$ cat config.mk
export PLATFORM = sky130hd
export DESIGN_NAME = cau_div
export DESIGN_NICKNAME = d
export VERILOG_FILES = /design/src/rtl/core/cau_pkg.sv /design/src/rtl/core/cau_div.sv
export SDC_FILE = /design/constraint.sdc
export NUM_CORES = 2
export LEC_CHECK = 0
export BUFFER_PORTS_ARGS = -buffer_cell sky130_fd_sc_hd__buf_2
export CAP_MARGIN = 25
export CORE_MARGIN = 4
export CORE_UTILIZATION = 35
export CTS_CLUSTER_DIAMETER = 80
export DETAILED_ROUTE_END_ITERATION = 6
export PLACE_DENSITY = 0.62
export SYNTH_ARGS = -nofsm -noshare
export SYNTH_HDL_FRONTEND = slang
export SYNTH_SLANG_ARGS = --single-unit
$ cat constraint.sdc
create_clock -name clk -period 3.3 [get_ports clk]
set_input_delay 0.66 -clock clk [delete_from_list [all_inputs] [get_ports clk]]
set_output_delay 0.66 -clock clk [all_outputs]
set_load 0.1 [all_outputs]
$ cat src/rtl/core/cau_pkg.sv
// shared codes and pipeline control type for the complex arithmetic unit
`default_nettype none
package cau_pkg;

  // operation kinds
  localparam logic [2:0] KIND_ADD  = 3'd0;
  localparam logic [2:0] KIND_SUB  = 3'd1;
  localparam logic [2:0] KIND_MUL  = 3'd2;
  localparam logic [2:0] KIND_DIVC = 3'd3;
  localparam logic [2:0] KIND_DIVR = 3'd4;

  // result status codes
  localparam logic [1:0] ST_OK      = 2'd0;
  localparam logic [1:0] ST_DIVZERO = 2'd1;
  localparam logic [1:0] ST_SAT     = 2'd2;

  // control that travels with each beat down the pipe
  typedef struct packed {
    logic valid;
    logic divzero;
    logic use_div;
    logic neg_r;
    logic neg_i;
    logic over_r;
    logic over_i;
  } ctl_t;

endpackage
`default_nettype wire

$ cat src/rtl/core/cau_div.sv
// pipelined restoring fraction divider, one quotient bit per stage
`default_nettype none
module cau_div #(
  parameter int WIDTH = 16,
  parameter int FRAC  = 8
) (
  input  logic                 clk,
  input  logic                 rst,
  input  cau_pkg::ctl_t        in_ctl,
  input  logic [2*WIDTH-1:0]   num_r,
  input  logic [2*WIDTH-1:0]   num_i,
  input  logic [2*WIDTH-1:0]   den,
  input  logic [WIDTH-1:0]     q_r_in,
  input  logic [WIDTH-1:0]     q_i_in,
  output cau_pkg::ctl_t        out_ctl,
  output logic [WIDTH-1:0]     q_r,
  output logic [WIDTH-1:0]     q_i
);
  import cau_pkg::*;

  localparam int DW = 2 * WIDTH;
  localparam int RW = 2 * WIDTH + FRAC;
  localparam int CW = 3 * WIDTH + FRAC;

  ctl_t             ctl   [WIDTH+1];
  logic [WIDTH-1:0] qr    [WIDTH+1];
  logic [WIDTH-1:0] qi    [WIDTH+1];
  logic [RW-1:0]    rem_r [WIDTH];
  logic [RW-1:0]    rem_i [WIDTH];
  logic [DW-1:0]    d     [WIDTH];

  // setup: scale numerators, flag quotients that cannot fit
  logic [RW-1:0] xr, xi;
  logic [CW-1:0] dtop;
  ctl_t          setup_ctl;

  always_comb begin
    xr = RW'(num_r) << FRAC;
    xi = RW'(num_i) << FRAC;
    dtop = CW'(den) << WIDTH;
    setup_ctl = in_ctl;
    if (in_ctl.use_div) begin
      setup_ctl.over_r = CW'(xr) >= dtop;
      setup_ctl.over_i = CW'(xi) >= dtop;
    end
  end

  always_ff @(posedge clk) begin
    ctl[0]   <= rst ? '0 : setup_ctl;
    qr[0]    <= q_r_in;
    qi[0]    <= q_i_in;
    rem_r[0] <= xr;
    rem_i[0] <= xi;
    d[0]     <= den;
  end

  for (genvar s = 0; s < WIDTH; s++) begin : g_stage
    localparam int K = WIDTH - 1 - s;
    logic [CW-1:0] dk, tr, ti;
    logic          hit_r, hit_i;

    always_comb begin
      dk    = CW'(d[s]) << K;
      tr    = CW'(rem_r[s]);
      ti    = CW'(rem_i[s]);
      hit_r = ctl[s].use_div && (tr >= dk);
      hit_i = ctl[s].use_div && (ti >= dk);
    end

    always_ff @(posedge clk) begin
      ctl[s+1] <= rst ? '0 : ctl[s];
      qr[s+1]  <= qr[s] | (WIDTH'(hit_r) << K);
      qi[s+1]  <= qi[s] | (WIDTH'(hit_i) << K);
    end

    if (s + 1 < WIDTH) begin : g_rem
      always_ff @(posedge clk) begin
        rem_r[s+1] <= hit_r ? RW'(tr - dk) : rem_r[s];
        rem_i[s+1] <= hit_i ? RW'(ti - dk) : rem_i[s];
        d[s+1]     <= d[s];
      end
    end
  end

  assign out_ctl = ctl[WIDTH];
  assign q_r     = qr[WIDTH];
  assign q_i     = qi[WIDTH];

endmodule
`default_nettype wire
==> results <==
- The signal arrival time at the worst endpoint is 4450 ps.
- The final instance count without filler cells is 17500.
- The gate count of the mapped netlist is 11100.
- The largest driver fanout on the critical path is 6.
- The portion of the post-synthesis area used by sequential elements is 43.0%.
- The share of total power dissipated in sequential elements is 39.8%.
- The area of the placeable core is 298000 µm².
- The design internal power is 54.4 mW.
- The global-route wire length before repair is 462000 µm.
- The die height is 556 µm.
- The HPWL after detailed placement is 224000 µm.
- After layout, the design draws a total of 74.3 mW.
- The final reports fail on negative setup slack.
- The clock tree from TritonCTS is yes.
- The standby leakage power is 66.5 nW.
- Before CTS, the worst setup slack after placement is -763 ps.
- The overall via count from detail_route is 85600.
- The number of pins with negative max-slew slack in the final report is 0.
- The worst slew margin relative to its limit is 32.4%.
- The number of enable-type register cells in the synthesized netlist is 0.
- The master cell of the clock root buffer is clkbuf_16.
- Clock-pin slew was measured on the worst setup and hold paths at 50 ps.
- The routability congestion estimate is 0.957.
- Across the routed clock network, the largest skew measured is 62.4 ps.
- The type of element capturing the critical path is a flip-flop.
- Dividing the detail-routed wire length by the instance count gives 17.3 µm.
- After detailed routing, the number of vias per cell comes to 4.90.
- Row generation in the floorplan step produced 200 rows.
- The number of global-route vias before repair is 88600.
- The count of final hold-check violations came to 0.
- The number of nets in the final layout is 14500.
- The level count of the clock H-tree is 5.
- The flip-flop and latch count after synthesis is 2255.
- The most used flip-flop cell after synthesis is dfxtp_1.
- The period utilization is 113%.
- Wires add up to 303000 µm.
- The maximum clock frequency is 0.269 GHz.
- STA classifies the critical path startpoint as a flip-flop.
- The starting density of the core is 35.3%.
- The async set-reset flop share out of synthesis is 0%.
- The die is 556 µm wide.
- Counting along the longest clock path gives a buffer depth of 4.
- The run finished, with violations left.
- The pin count of the biggest net entering global routing is 75.
- The final global-route overflow total is 0.
- The share of total power dissipated in the clock network is 41.0%.
- The total of endpoints with negative setup slack in the final report is 342.
- The area added between synthesis and finish is 36.0%.
- By startpoint and endpoint, the worst setup path is classified as flip-flop to flip-flop.
- The number of buffers added on ports is 175.
- Counting tap cells, the placed design contains a total of 16600 instances.
- The worst path required time is 4030 ps.
- The share of post-route cells with drive strength above 1 is 27.8%.
- After synthesis the cells add up to 105000 µm².
- The final critical-path setup slack is -416 ps.
- The total number of yosys warnings is 0.
- The synthesized netlist net count is 12300.
- The worst path in the final design needs a cycle of 3720 ps, including I/O delays and setup.
- The combinational share of power is 19.2%.
- The total routing resource utilization after global routing is 18.6%.
- The number of violations reported at the end of detailed-routing iteration 0 is 3778.
- The insertion delay to the later sink of the worst-skew pair is 890 ps.
- IR analysis of the VDD net gives a maximum drop of 455 µV.
- The clock net sink count is 2255.
- The analysis attributes to net switching a power of 19.9 mW.
- In this run switching power makes up 26.8% of total power.
- The average cell area after synthesis is 9.48 µm².
- In this run the remaining antenna-violating nets after routing total 0.
- The number of max-cap violations is 0.
- For this design the ratio of total power to cell area is 520 nW/µm².
- After synthesis, the netlist uses 88 different library cells.
- The iteration count of the initial detailed-routing pass is 6.
- The min-delay analysis places its worst path in the category input port to flip-flop.
- Setup repair after global routing could not meet its margin everywhere.
- The area of the die is 309000 µm².
- The number of antenna violations at the first check in global routing is 4.
- In this run, CTS created clock tree buffers numbering 267.
- In this run the count of I/O pins placed on the die edge is 176.
- For this run, design rule violations remaining after detail routing come to 0.
- At the pin with the least slew margin, the transition time is 1000 ps.
synthesized netlist by cell type (all sizes together), types with 42 or more instances:
| library cell | number | area [µm²] |
|---|---|---|
| a21oi | 831 | 4160 |
| a21o | 534 | 4010 |
| nand2 | 864 | 3240 |
| nor2b | 254 | 1590 |
| nand2b | 148 | 926 |
| a31oi | 83 | 532 |
| o21a | 129 | 968 |
| clkbuf | 199 | 747 |
| xor2 | 355 | 3110 |
| o21ai | 869 | 4350 |
| nand3 | 176 | 881 |
| dfxtp | 2255 | 45100 |
| nor2 | 508 | 1910 |
| a211oi | 66 | 495 |
| mux2 | 349 | 3930 |
| xnor2 | 471 | 4130 |
| buf | 51 | 269 |
| nor4 | 63 | 400 |
| and3 | 83 | 519 |
| o211ai | 42 | 315 |
| or2 | 42 | 263 |
| o21bai | 90 | 676 |
| ha | 1014 | 12700 |
| nor3 | 119 | 596 |
| nand4 | 142 | 888 |
| o31ai | 76 | 586 |
| inv | 724 | 2720 |
layer usage:
metal  track usage (%)  wire, µm  up-vias  share of wire, %
li1                  -         -    43700                 -
met1              18.8    114000    39500                38
met3              1.89      7870      888               2.6
met4              11.4     22700        2               7.5
met2              36.3    159000     1595                52
met5                 0        13        -            0.0043
power groups by stage:
stage	combinational (mW)	clock [mW]	sequential [mW]
after floorplan	8.22	0	29.9
after global placement	12.6	0	30.1
after detailed placement	12.7	0	30.1
after CTS	13.5	31.3	29.5
after global routing	15.6	32.4	29.7
final	14.2	30.4	29.6
worst max-delay path, cell delays in order (launching register included):
cell,delay [ps]
dfxtp_2,320
inv_2,60
buf_6,90
ha_4,130
fa_2,230
nor2b_4,50
o31a_1,270
o311ai_1,230
buf_4,170
o211ai_1,190
a21oi_2,240
nor2b_4,230
o31ai_4,100
a21o_1,200
o21a_1,220
o21ai_4,220
buf_6,180
buf_12,150
mux2_4,300
flip-flops by register name, indices dropped and copies added (netlist names):
signal,count
qr,272
ctl,119
rem_i,540
qi,272
d,512
rem_r,540
final cells by class:
type                       count  area [µm²]
clock buffer                 372        7660
inverter                     724        2720
timing repair buffer        2242       19000
tap                         3939        4930
antenna                        1        2.50
clock inverter                97        1510
multi-input combinational   7857       61800
sequential                  2255       45300
fill                       27200      155000
kinds of logic (layout without fill, tap and decap cells):
logic type               count (synthesis)  after routing  share of synthesized area [%]
other                                    0              1                              0
XOR/XNOR                               826            826                           6.89
adder cells (fa/ha/maj)               1044           1044                           12.6
multiplexers                           376            376                           4.00
AO/OA/AOI/OAI                         3029           3031                           18.0
flip-flops                            2255           2255                           43.0
buffers and inverters                  974           3435                           3.55
AND/OR/NAND/NOR                       2580           2580                           12.0
metrics by stage:
| stage | TNS, ps | hold WS, ps | cell area, µm² | utilization [%] |
|---|---|---|---|---|
| after floorplan | -6620 | 310 | 105000 | - |
| after global placement | -232200 | 310 | 123000 | 41.3 |
| after detailed placement | -249220 | 312 | 123000 | 41.3 |
| after CTS | -62460 | 8.53 | 139000 | 46.7 |
| after global routing | -97560 | 63.1 | 143000 | 48.0 |
| final | -57430 | 68.1 | 143000 | 48.0 |
cells in the final DEF, fill, tap and decap left out, drive strengths merged, types with 148 or more instances in the layout:
| cell type | netlist | layout |
|---|---|---|
| a21o | 534 | 534 |
| a21oi | 831 | 833 |
| buf | 51 | 2096 |
| clkbuf | 199 | 386 |
| dfxtp | 2255 | 2255 |
| ha | 1014 | 1014 |
| inv | 724 | 743 |
| mux2 | 349 | 349 |
| nand2 | 864 | 864 |
| nand2b | 148 | 148 |
| nand3 | 176 | 176 |
| nor2 | 508 | 508 |
| nor2b | 254 | 254 |
| o21ai | 869 | 869 |
| xnor2 | 471 | 471 |
| xor2 | 355 | 355 |
final timing paths:
check,from,end,slack (ps),cells after the start
worst max register to register,rem_i[0][171],rem_i[0][224],-420,18
worst max-delay path,rem_i[0][171],rem_i[0][224],-420,18
worst min-delay path,in_ctl[2],ctl[0][2],70,2
worst min register to register,qi[0][29],qi[0][45],290,0
timing repair:
| action | in CTS | in global routing |
|---|---|---|
| setup buffers | 204 | 108 |
| hold endpoints to repair | 131 | 0 |
| pin swaps | 243 | 361 |
| hold buffers | 131 | 0 |
| gates cloned | 48 | 13 |
| setup endpoints to repair | 881 | 861 |
| resized for setup | 791 | 804 |
(Power assumes the default switching activity.)
